### config.mk
export PLATFORM = sky130hd
export DESIGN_NAME = tce_addr
export DESIGN_NICKNAME = d
export VERILOG_FILES = /design/src/sv/text_console_engine_assert.svh /design/src/sv/tce_pkg.sv /design/src/sv/tce_addr.sv
export SDC_FILE = /design/constraint.sdc
export NUM_CORES = 1
export LEC_CHECK = 0
export BUFFER_PORTS_ARGS = -buffer_cell sky130_fd_sc_hd__buf_2
export CORE_ASPECT_RATIO = 0.7
export CORE_MARGIN = 4
export CORE_UTILIZATION = 54
export DETAILED_ROUTE_END_ITERATION = 12
export PLACE_DENSITY = 0.77
export SLEW_MARGIN = 20
export SYNTH_ARGS = -nofsm -noshare
export SYNTH_HDL_FRONTEND = slang
export SYNTH_SLANG_ARGS = --single-unit
### constraint.sdc
create_clock -name i_clk -period 4.38 [get_ports i_clk]
set_input_delay 0.219 -clock i_clk [delete_from_list [all_inputs] [get_ports i_clk]]
set_output_delay 0.219 -clock i_clk [all_outputs]
set_load 0.005 [all_outputs]
### src/sv/text_console_engine_assert.svh
// assertion macros for the text console engine rtl
// no dependencies; included by text_console_engine.sv, which carries the assertions
`ifndef TEXT_CONSOLE_ENGINE_ASSERT_SVH
`define TEXT_CONSOLE_ENGINE_ASSERT_SVH

// same-cycle implication, disabled while reset is low
`define TCE_ASSERT_IMP(label, clk, rst_n, ante, cons) \
    label: assert property (@(posedge clk) disable iff (!(rst_n)) (ante) |-> (cons)) \
        else $error("text console engine check failed");

// next-cycle implication, disabled while reset is low
`define TCE_ASSERT_NXT(label, clk, rst_n, ante, cons) \
    label: assert property (@(posedge clk) disable iff (!(rst_n)) (ante) |=> (cons)) \
        else $error("text console engine check failed");

`endif

### src/sv/tce_pkg.sv
// shared types and constants of the text console engine
// no dependencies; used by tce_addr and text_console_engine
package tce_pkg;

    localparam int IDX_W = 16;

    localparam logic [7:0] CURSOR_ATTR = 8'hf0;
    localparam logic [7:0] BLANK_ATTR  = 8'h1f;
    localparam logic [7:0] BLANK_CHAR  = 8'h20;
    localparam logic [7:0] CH_CR       = 8'h0d;
    localparam logic [7:0] CH_LF       = 8'h0a;
    localparam logic [7:0] CH_BS       = 8'h08;

    localparam logic [7:0] COLS_RESET  = 8'd80;
    localparam logic [6:0] LINES_RESET = 7'd25;

    localparam logic [2:0] MODE_PUT   = 3'd0;
    localparam logic [2:0] MODE_GOTO  = 3'd1;
    localparam logic [2:0] MODE_WCELL = 3'd2;
    localparam logic [2:0] MODE_CLEAR = 3'd3;
    localparam logic [2:0] MODE_READ  = 3'd4;

    localparam logic [0:0] CFG_COLUMNS = 1'b0;
    localparam logic [0:0] CFG_LINES   = 1'b1;

    // effective geometry after clamping to the store size
    typedef struct packed {
        logic [7:0]       cols;
        logic [6:0]       rows;
        logic [IDX_W-1:0] area;
    } t_geom;

    // cell index and in-screen flag
    typedef struct packed {
        logic [IDX_W-1:0] idx;
        logic             ok;
    } t_addr;

endpackage

### src/sv/tce_addr.sv
// cell address unit: clamped geometry, registered row product and area
// depends on tce_pkg
module tce_addr #(
    parameter int MAX_COLUMNS = 128,
    parameter int MAX_LINES   = 64
) (
    input  logic               i_clk,
    input  logic [7:0]         i_columns,
    input  logic [6:0]         i_lines,
    input  logic [7:0]         i_ax,
    input  logic [7:0]         i_ay,
    output tce_pkg::t_geom     o_geom,
    output tce_pkg::t_addr     o_addr
);

    localparam int IW = tce_pkg::IDX_W;

    logic [7:0]    cols;
    logic [6:0]    rows;
    logic [IW-1:0] r_area;
    logic [IW-1:0] r_prod;
    logic [IW-1:0] idx;

    assign cols = ({1'b0, i_columns} > 9'(MAX_COLUMNS)) ? 8'(MAX_COLUMNS) : i_columns;
    assign rows = ({2'b0, i_lines} > 9'(MAX_LINES)) ? 7'(MAX_LINES) : i_lines;

    always_ff @(posedge i_clk) begin
        r_area <= {8'b0, cols} * {9'b0, rows};
        r_prod <= {8'b0, i_ay} * {8'b0, cols};
    end

    assign idx = {8'b0, i_ax} + r_prod;

    assign o_geom.cols = cols;
    assign o_geom.rows = rows;
    assign o_geom.area = r_area;
    assign o_addr.idx  = idx;
    assign o_addr.ok   = idx < r_area;

endmodule

Word-level counts from Yosys, hierarchy flattened. Cells that the tools add are included.

Logic and storage cells: 10. Output and inout port bits: 48. Input port bits: 32. Flip-flop bits (word level): 31.

Multipliers: 2. Add/subtract/negate cells: 1. Order comparisons: 3. Muxes and demuxes: 2.

Operators by type and width (number): adder 8 x 16 -> 16 bit (1); < comparator 16 x 15 -> 1 bit (1); multiplier 8 x 8 -> 16 bit (1); multiplier 8 x 7 -> 15 bit (1); greater-than comparator 8 bit (second input constant) (1); two-way mux 8 bit (1); greater-than comparator 7 bit (second input constant) (1); two-way mux 7 bit (1).

Longest topological paths before layout. Gate-level depths: netlist (run 1).

Word-level depth: 3. Gate-level depth with buffers: 18. Mapped depth without buffers: 17.

Least setup slack after synthesis (run 1). OpenSTA, ideal clock, no wires.

Kind: input port to flip-flop. Start: in i_columns[7]. End: reg r_prod[15]. Setup time: 0.103 ns. Slack: -0.192 ns. Cell stages on the path: 17. Path buffers: 2. Arrival time: 4.468 ns. Data required time: 4.277 ns. Path through: clkbuf_1 > nor2b_1 > clkbuf_1 > nand2_1 > fa_1 > fa_1 > inv_1 > fa_1 > inv_1 > fa_1 > inv_1 > ha_1 > and3_1 > a21oi_1 > a31oi_2 > mux2i_1 > a2111oi_2.

RTL lines: from (decl) (RTL line tce_addr.sv:8) `input logic [7:0] i_columns,`; to (signal assigned) (RTL line tce_addr.sv:29) `r_prod <= {8'b0, i_ay} * {8'b0, cols};`; to (decl) (RTL line tce_addr.sv:21) `logic [IW-1:0] r_prod;`.

Worst setup path in the final report (run 1).
Start: in i_columns[7]. End: reg r_area[11].

Word-level cells in the longest chain between the ends: 3.

RTL lines: greater-than comparator 8 bit (RTL line tce_addr.sv:24) `assign cols = ({1'b0, i_columns} > 9'(MAX_COLUMNS)) ? 8'(MAX_COLUMNS) : i_columns;`; two-way mux 8 bit * (RTL line tce_addr.sv:24); multiplier 8 x 7 -> 15 bit * (RTL line tce_addr.sv:28) `r_area <= {8'b0, cols} * {9'b0, rows};`; to (signal assigned) (RTL line tce_addr.sv:28); to (decl) (RTL line tce_addr.sv:20) `logic [IW-1:0] r_area;`.

Every way passes the cells marked *; elsewhere a longest branch is shown, timed or not.

==> impl_metrics.toml, run 1 <==
[status]
status = "finished clean"

[synthesis]
avgSynthCellArea_sq_um = 8.59
synth-seq-cells = 31
yosysWarnings = 0
netlist.area_leader.share_pct = 24.2
synth-seq-area-share_pct = 11.4
synth-simple-area-share_pct = 20.6
synthMuxAreaShare_pct = 0.184
synth_fp_nets = 823
synth_xor_area_share_pct = 5.30
synth_edf_count = 0
synth_area_leaders = "fa_1 (24%), ha_1 (21%), dfxtp_1 (11%)"
synth_top_family_by_area = "adder cells"
synthAdderAreaFrac_pct = 45.1
synth_compound_area_share_pct = 8.68
yosysTopAreaCell = "fa_1"
netlist_instances = 634
async_reset_ff_share_pct = 0
synth.distinct_cells = 43
synth_ff_type = "dfxtp_1"
syn-cell-area_sq_um = 5450

[clocking]
clock-sinks = 31
cts_tree = "yes"
cts_inserted_buffers = 5
cts_hold_buf = 0
clkTransAtPathRegs_ns = 0.05
clock_path_buffers = 2
htree_levels = 2
cts_root_buf = "clkbuf_16"

[timing]
finalWorstSetupSlack_ns = 0.154
setup_violations = 0
finalSetupTns_ns = 0
finalMaxSlewViolations = 0
fin_crit_sh_pct = 96.5
max-slew-margin-rel_pct = 57.7
fmax_mhz = 237
worstMarginPinSlew_ns = 0.629
post-route-min-period_ns = 4.23
hold_violations = 0

[final_layout]
fill_cells = 796
antennaDiodeCount = 0
fin_nets = 952
layout-area-overhead-vs-synth_pct = 21.0
drive_gt1_share_pct = 21.7
final_cells = 892

[grt]
grt_remaining_overflow = 0
grt_max_degree = 12
antenna_found_initial = 0
grt_use_total_pct = 24.8
grt_pass1_vias = 4874
grt_first_pass_wirelength_um = 23600

[setup_path]
critPathMaxFanout = 10
arrival_ns = 4.42
path_class = "in -> reg"
end_kind = "register"
critPathLaunchType = "input pin"
crit_required_ns = 4.57

[power]
seq_power_share_pct = 19.9
clkPwrFrac_pct = 15.5
p_switching_w = 0.000914
internal_power_w = 0.00117
comb_power_share_pct = 64.6
powerDensity_nw_per_um2 = 317
swShare_pct = 43.8
leakagePower_nw = 3.64
finalPower_w = 0.00209
vdd_ir_drop_max_v = 0.000166

[detailed_routing]
drtPass1Iterations = 5
via_count = 4795
drtIter0Drc = 354
ant_nets = 0
vias_per_cell = 5.38
drc = 0
wl_um = 14400
routedWlPerCell_um = 16.2

[floorplanning]
start_util_pct = 55.8
die_height_um = 92.0
chipWidth_um = 128
rows = 30
fp.coreArea_sq_um = 9760
die_area_sq_um = 11800
ios = 80

[placed_design]
routabilityCongestion = 1.04
dp.cells = 884
port_buffers = 78
dp_slack_ns = -0.212
dp_hpwl_um = 12500

[hold_path]
hold_class = "in -> reg"

[flow_run]
cap_violations = 0
==> layout by cell type (no fill, tap or decap), types with 5 or more instances in the layout <==
cell	synthesis	final
o21ai_0	8	8
nand4_1	5	5
a211oi_1	7	7
buf_4	1	58
nand2b_1	12	10
xnor2_1	18	18
nand3_1	12	12
a21oi_1	23	21
buf_2	0	77
nor3_1	12	11
inv_1	111	108
nor2_1	34	34
nor2b_1	6	5
clkbuf_16	0	5
and3_1	5	5
dfxtp_1	31	31
ha_1	91	90
nand2_1	52	52
and2_1	69	69
fa_1	66	66
xor2_1	15	15
==> cells by family after synthesis <==
kind of cell | Yosys count
simple gates | 217
xor+xnor | 33
compound gates | 69
other cells | 1
fa+ha+maj | 157
mux | 1
buf+inv | 125
flops | 31
==> repair_timing <==
item,4_1_cts,5_1_grt
gates resized for setup,0,16
endpoints found under the hold margin,0,0
setup buffers,0,0
endpoints found under the setup margin,0,10
==> cell usage after synthesis (all sizes together), types with 2 or more instances <==
library cell  instances
inv                 111
ha                   91
and2                 69
fa                   66
nand2                52
nor2                 34
dfxtp                31
a21oi                23
xnor2                18
xor2                 15
clkbuf               13
nand2b               12
nand3                12
nor3                 12
o21ai                 8
a211oi                7
nor2b                 6
o2111ai               6
and3                  5
nand4                 5
a21o                  4
o211ai                4
or2                   4
a31oi                 3
o21a                  3
a2111oi               2
a31o                  2
and4                  2
o21bai                2
==> worst paths after layout <==
| kind | from | endpoint | slack, ns | cells past startpoint |
|---|---|---|---|---|
| worst min-delay path | i_lines[0] | r_area[0]$_DFF_P_ | 0.33 | 3 |
| worst max-delay path | i_columns[7] | r_area[11]$_DFF_P_ | 0.15 | 18 |
==> power by group through the flow <==
stage	sequential, W	clock (W)	combinational (W)
floorplan	0.000405	0	0.000819
global placement	0.000416	0	0.00125
detailed placement	0.000420	0	0.00130
CTS	0.000414	0.000326	0.00131
global route	0.000423	0.000341	0.00151
finish	0.000415	0.000324	0.00135
==> per-layer routing <==
metal  vias to the layer above  track usage, %  part of all wire [%]
met4                         0            6.71                   2.1
met5                         -               0                     0
met2                       189            38.0                    44
met3                        24            3.26                   6.1
met1                      2290            36.7                    48
li1                       2292               -                     -
==> area by class of cell <==
class	count	area (sq um)	area share, %
Clock buffer	5	125	1.90
Inverter	111	417	6.32
Sequential cell	31	621	9.41
Clock inverter	3	15.0	0.228
Tap cell	128	160	2.43
Multi-Input combinational cell	478	4430	67.2
Timing Repair Buffer	136	828	12.6
==> worst max-delay path: stages <==
cell and delay (ns):
clkbuf_4 0.17, nand2b_4 0.16, inv_2 0.11, buf_4 0.13, nand2_1 0.06, fa_1 0.50
fa_1 0.50, inv_1 0.06, fa_1 0.53, inv_1 0.06, fa_1 0.54, inv_1 0.05
ha_1 0.39, nand3_1 0.17, o2111ai_2 0.17, a31o_2 0.27, a21oi_1 0.18, xnor2_1 0.16
==> state kept, by name (all words and copies together), names as in the netlist <==
register  flops
r_prod       16
r_area       15
==> through the flow <==
step / cell area (sq um) / hold slack (ns) / util, %
after floorplan: 5460 / 0.341 / -
after global placement: 6380 / 0.612 / 65.4
after detailed placement: 6380 / 0.607 / 65.4
after CTS: 6520 / 0.323 / 66.8
after global routing: 6590 / 0.342 / 67.6
final: 6590 / 0.326 / 67.6
Note: power is estimated with default switching activity, not from simulation.
==> run 2, diff against run 1 <==
==> constraint.sdc (replaced) <==
create_clock -name i_clk -period 4.38 [get_ports i_clk]
set_input_delay 1.095 -clock i_clk [delete_from_list [all_inputs] [get_ports i_clk]]
set_output_delay 1.095 -clock i_clk [all_outputs]
set_load 0.005 [all_outputs]
==> run 2 against run 1 <==
Compared with the run above:
- the flow now finishes with violations (setup timing)
- critical endpoint is now r_prod[14]$_DFF_P_
- first-iteration DRC count up 37%
- fmax decreased by 15%
- combinational power increased by 48%
- routed wire length is 41% higher
==> impl_metrics.toml, run 2 (synthesis results as in run 1) <==
[status]
status = "finished with violations"
violations = "setup timing"

[placed_design]
routabilityCongestion = 0.958
dp_hpwl_um = 13100
dp_slack_ns = -0.855
port_buffers = 78
placed_area_sq_um = 7200
dp.cells = 956

[clocking]
clkTransAtPathRegs_ns = 0.05
cts_inserted_buffers = 5
cts_tree = "yes"
clock_path_buffers = 2
cts_hold_buf = 0
clock-sinks = 31
htree_levels = 2
cts_root_buf = "clkbuf_16"

[final_layout]
fin_util_pct = 83.6
largest-register = "r_prod"
final_cells = 987
multi_input_area_sq_um = 5110
layout_commonest_cell = "buf_4"
final_cell_mix = "buf_4 (128), inv_1 (93), ha_1 (80)"
drive_gt1_share_pct = 42.3
register_area_sq_um = 621
antennaDiodeCount = 0
final_area_sq_um = 8160
fill_cells = 507
layout-area-overhead-vs-synth_pct = 49.7
largest_reg_flops = 16
fin_nets = 1047
reg_top3 = "r_prod x16, r_area x15"

[detailed_routing]
drtIter0Drc = 485
ant_nets = 0
routedWlPerCell_um = 20.6
via_count = 5720
drc = 0
wl_um = 20300
drtPass1Iterations = 5
vias_per_cell = 5.80

[power]
vdd_ir_drop_max_v = 0.000208
leakagePower_nw = 4.34
powerDensity_nw_per_um2 = 347

[floorplanning]
die_area_sq_um = 11800
ios = 80
die_height_um = 92.0
fp.coreArea_sq_um = 9760
start_util_pct = 55.8
chipWidth_um = 128
rows = 30

[grt]
grt_remaining_overflow = 0
antenna_found_initial = 0
grt_use_total_pct = 29.7
grt_max_degree = 12
grt_pass1_vias = 5815
grt_first_pass_wirelength_um = 28400

[timing]
worstMarginPinSlew_ns = 0.706
post-route-min-period_ns = 4.96
hold_violations = 0
finalMaxSlewViolations = 0
rsz0062_at_grt = "yes"
fin_crit_sh_pct = 113
finalSetupTns_ns = -6.43
finalWorstSetupSlack_ns = -0.579
max-slew-margin-rel_pct = 52.5
setup_violations = 19
fmax_mhz = 202

[setup_path]
crit_required_ns = 4.58
arrival_ns = 5.15
path_class = "in -> reg"
critPathMaxFanout = 5
end_kind = "register"
critPathLaunchType = "input pin"

[flow_run]
cap_violations = 0

[hold_path]
hold_class = "in -> reg"
-- run 2: final timing paths --
kind,from,end,depth (start not counted),slack (ns)
setup / recovery,i_columns[7],r_prod[14]$_DFF_P_,17,-0.58
hold / removal,i_lines[0],r_area[0]$_DFF_P_,3,1.27
-- run 2: layout make-up --
class	count	area share, %
Inverter	111	5.14
Multi-Input combinational cell	478	62.7
Sequential cell	31	7.61
Clock buffer	6	1.70
Tap cell	128	1.96
Timing Repair Buffer	231	20.5
Clock inverter	2	0.430
-- run 2: metal layers --
| metal | GRT usage, % | wire length, um |
|---|---|---|
| met5 | 0 | 0 |
| met3 | 4.48 | 1800 |
| met1 | 39.7 | 8170 |
| met4 | 7.51 | 902 |
| met2 | 50.4 | 9420 |
-- run 2: critical path: stages --
cell and delay [ns]:
buf_8 0.11, buf_12 0.12, nor2b_4 0.16, buf_6 0.15, buf_4 0.10, and2_1 0.14, fa_1 0.42, fa_1 0.52
fa_1 0.49, ha_1 0.32, ha_1 0.34, buf_4 0.15, buf_4 0.14, a21oi_1 0.18, o21ai_0 0.30, a31oi_4 0.27
xnor2_1 0.15
-- run 2: power by group --
group	switching [W]	internal [W]	total, W
clock network	0.000128	0.000283	0.000411
registers	0.0000683	0.000358	0.000427
logic	0.00102	0.000976	0.00200
-- run 2: metrics by stage --
step	power, W	hold WS [ns]
floorplan	0.00131	1.22
global placement	0.00187	1.49
detailed placement	0.00195	1.49
CTS	0.00254	1.20
global route	0.00299	1.27
finish	0.00283	1.27
-- run 2: what timing repair did --
item,4_1_cts,5_1_grt
gates resized for setup,78,56
setup buffers,15,13
hold endpoints to repair,0,0
endpoints found under the setup margin,18,20
pin swaps,47,51
==> run 3, diff against run 2 <==
--- a/config.mk
+++ b/config.mk
@@ -6,11 +6,14 @@
 export NUM_CORES = 1
 export LEC_CHECK = 0
 export BUFFER_PORTS_ARGS = -buffer_cell sky130_fd_sc_hd__buf_2
+export CELL_PAD_IN_SITES_DETAIL_PLACEMENT = 0
+export CELL_PAD_IN_SITES_GLOBAL_PLACEMENT = 2
 export CORE_ASPECT_RATIO = 0.7
 export CORE_MARGIN = 4
-export CORE_UTILIZATION = 54
+export CORE_UTILIZATION = 32
+export CTS_CLUSTER_DIAMETER = 40
 export DETAILED_ROUTE_END_ITERATION = 12
-export PLACE_DENSITY = 0.77
+export PLACE_DENSITY = 0.76
 export SLEW_MARGIN = 20
 export SYNTH_ARGS = -nofsm -noshare
 export SYNTH_HDL_FRONTEND = slang
==> run 3 against run 2 <==
Compared with the run above:
- the run still ends with setup timing left
- clock-buffer cell count unchanged
- via count fell by 13%
- critical path depth is 2 lower
- final cell count rose by 11%
- sequential share of layout area is 0.12 points lower
- combinational power shrank 6%
- fmax grew 3.4%
- critical endpoint is now o_addr[0]
- highest routed layer unchanged
==> impl_metrics.toml, run 3 (synthesis results as in run 1) <==
[status]
status = "finished with violations"
violations = "setup timing"

[final_layout]
reg_top3 = "r_prod x16, r_area x15"
register_area_sq_um = 621
largest-register = "r_prod"
final_cell_mix = "buf_4 (151), inv_1 (97), ha_1 (77)"
fill_cells = 1609
layout_commonest_cell = "buf_4"
fin_util_pct = 50.2
fin_nets = 1057
largest_reg_flops = 16
layout-area-overhead-vs-synth_pct = 52.0
antennaDiodeCount = 0
multi_input_area_sq_um = 5070
drive_gt1_share_pct = 41.9

[power]
internal_power_w = 0.00164
vdd_ir_drop_max_v = 0.000214
seq_power_share_pct = 15.6
comb_power_share_pct = 69.9
p_switching_w = 0.00107
finalPower_w = 0.00270
leakagePower_nw = 4.33
swShare_pct = 39.5
powerDensity_nw_per_um2 = 326
clkPwrFrac_pct = 14.5

[grt]
grt_remaining_overflow = 0
antenna_found_initial = 0
grt_first_pass_wirelength_um = 25900
grt_max_degree = 11
grt_pass1_vias = 5243
grt_use_total_pct = 16.6

[timing]
finalMaxSlewViolations = 0
finalSetupTns_ns = -4.30
setup_violations = 17
fmax_mhz = 209
worstMarginPinSlew_ns = 0.540
hold_violations = 0
rsz0062_at_grt = "yes"
max-slew-margin-rel_pct = 63.6
finalWorstSetupSlack_ns = -0.416
post-route-min-period_ns = 4.80
fin_crit_sh_pct = 109

[floorplanning]
fp.coreArea_sq_um = 16500
rows = 39
die_height_um = 117
ios = 80
start_util_pct = 33.0
chipWidth_um = 164
die_area_sq_um = 19200

[detailed_routing]
vias_per_cell = 4.55
drtIter0Drc = 202
drc = 0
ant_nets = 0
wl_um = 15300
via_count = 4973
routedWlPerCell_um = 14.0
drtPass1Iterations = 4

[hold_path]
hold_class = "in -> reg"
hold_start = "i_lines[0]"

[clocking]
cts_root_buf = "clkbuf_16"
clkTransAtPathRegs_ns = 0.05
cts_inserted_buffers = 5
cts_hold_buf = 0
clock_path_buffers = 2
cts_tree = "yes"
clock-sinks = 31
htree_levels = 2

[flow_run]
cap_violations = 0

[setup_path]
critPathMaxFanout = 3
end_kind = "output pin"
startpoint = "i_ax[1]"
arrival_ns = 3.70
critPathLaunchType = "input pin"
crit_required_ns = 3.28
path_class = "in -> out"

[placed_design]
port_buffers = 78
routabilityCongestion = 0.866
dp_hpwl_um = 13600
## run 3: cell types whose count changed in the layout (fill, tap and decap cells not counted), sizes merged
| cell | previous run | this run |
|---|---|---|
| clkbuf | 6 | 7 |
| buf | 231 | 240 |
## run 3: worst max-delay path, stage by stage
cell,delay (ns)
buf_2,0.14
ha_4,0.25
a211oi_2,0.25
o211ai_1,0.11
buf_4,0.16
a31oi_4,0.18
nor3b_2,0.07
xor2_1,0.17
ha_1,0.35
a21oi_2,0.16
o211ai_1,0.11
a211oi_2,0.22
nor3_2,0.05
nor4_1,0.22
buf_2,0.16
## run 3: final timing paths
| check | slack, ns | depth (start not counted) | to |
|---|---|---|---|
| max | -0.42 | 15 | o_addr[0] |
| min | 1.24 | 3 | r_area[0]$_DFF_P_ |
## run 3: metrics by stage
step	area (sq um)	hold slack, ns	cells	worst slack, ns
2_1_floorplan	5780	1.22	634	-0.421
3_3_place_gp	7420	1.50	1067	-0.870
3_5_place_dp	7420	1.50	1067	-0.940
4_1_cts	7980	1.24	1084	-0.451
5_1_grt	8280	1.27	1094	-0.550
6_report	8280	1.24	1094	-0.416
## run 3: what timing repair did
action,CTS,global route
gates resized for setup,65,43
pin swaps,38,39
buffers inserted,12,14
endpoints found under the setup margin,18,20
## run 3: per-layer routing
| layer | track usage, % | share of wire [%] |
|---|---|---|
| met5 | 0 | 0 |
| met4 | 1.34 | 0.36 |
| met3 | 1.47 | 5.2 |
| met2 | 26.0 | 40 |
| met1 | 25.9 | 54 |
## run 3: area by class of cell
cell class,count,area share (%)
Clock buffer,6,1.68
Multi-Input combinational cell,478,61.3
Sequential cell,31,7.49
Clock inverter,2,0.423
Timing Repair Buffer,241,20.6
Inverter,111,5.09
Tap cell,225,3.40
## run 3: power by group through the flow
stage / registers, W / clock network [W] / logic (W)
floorplan: 0.000405 / 0 / 0.000905
global placement: 0.000420 / 0 / 0.00157
detailed placement: 0.000423 / 0 / 0.00160
CTS: 0.000417 / 0.000402 / 0.00176
global route: 0.000433 / 0.000415 / 0.00211
finish: 0.000423 / 0.000391 / 0.00189
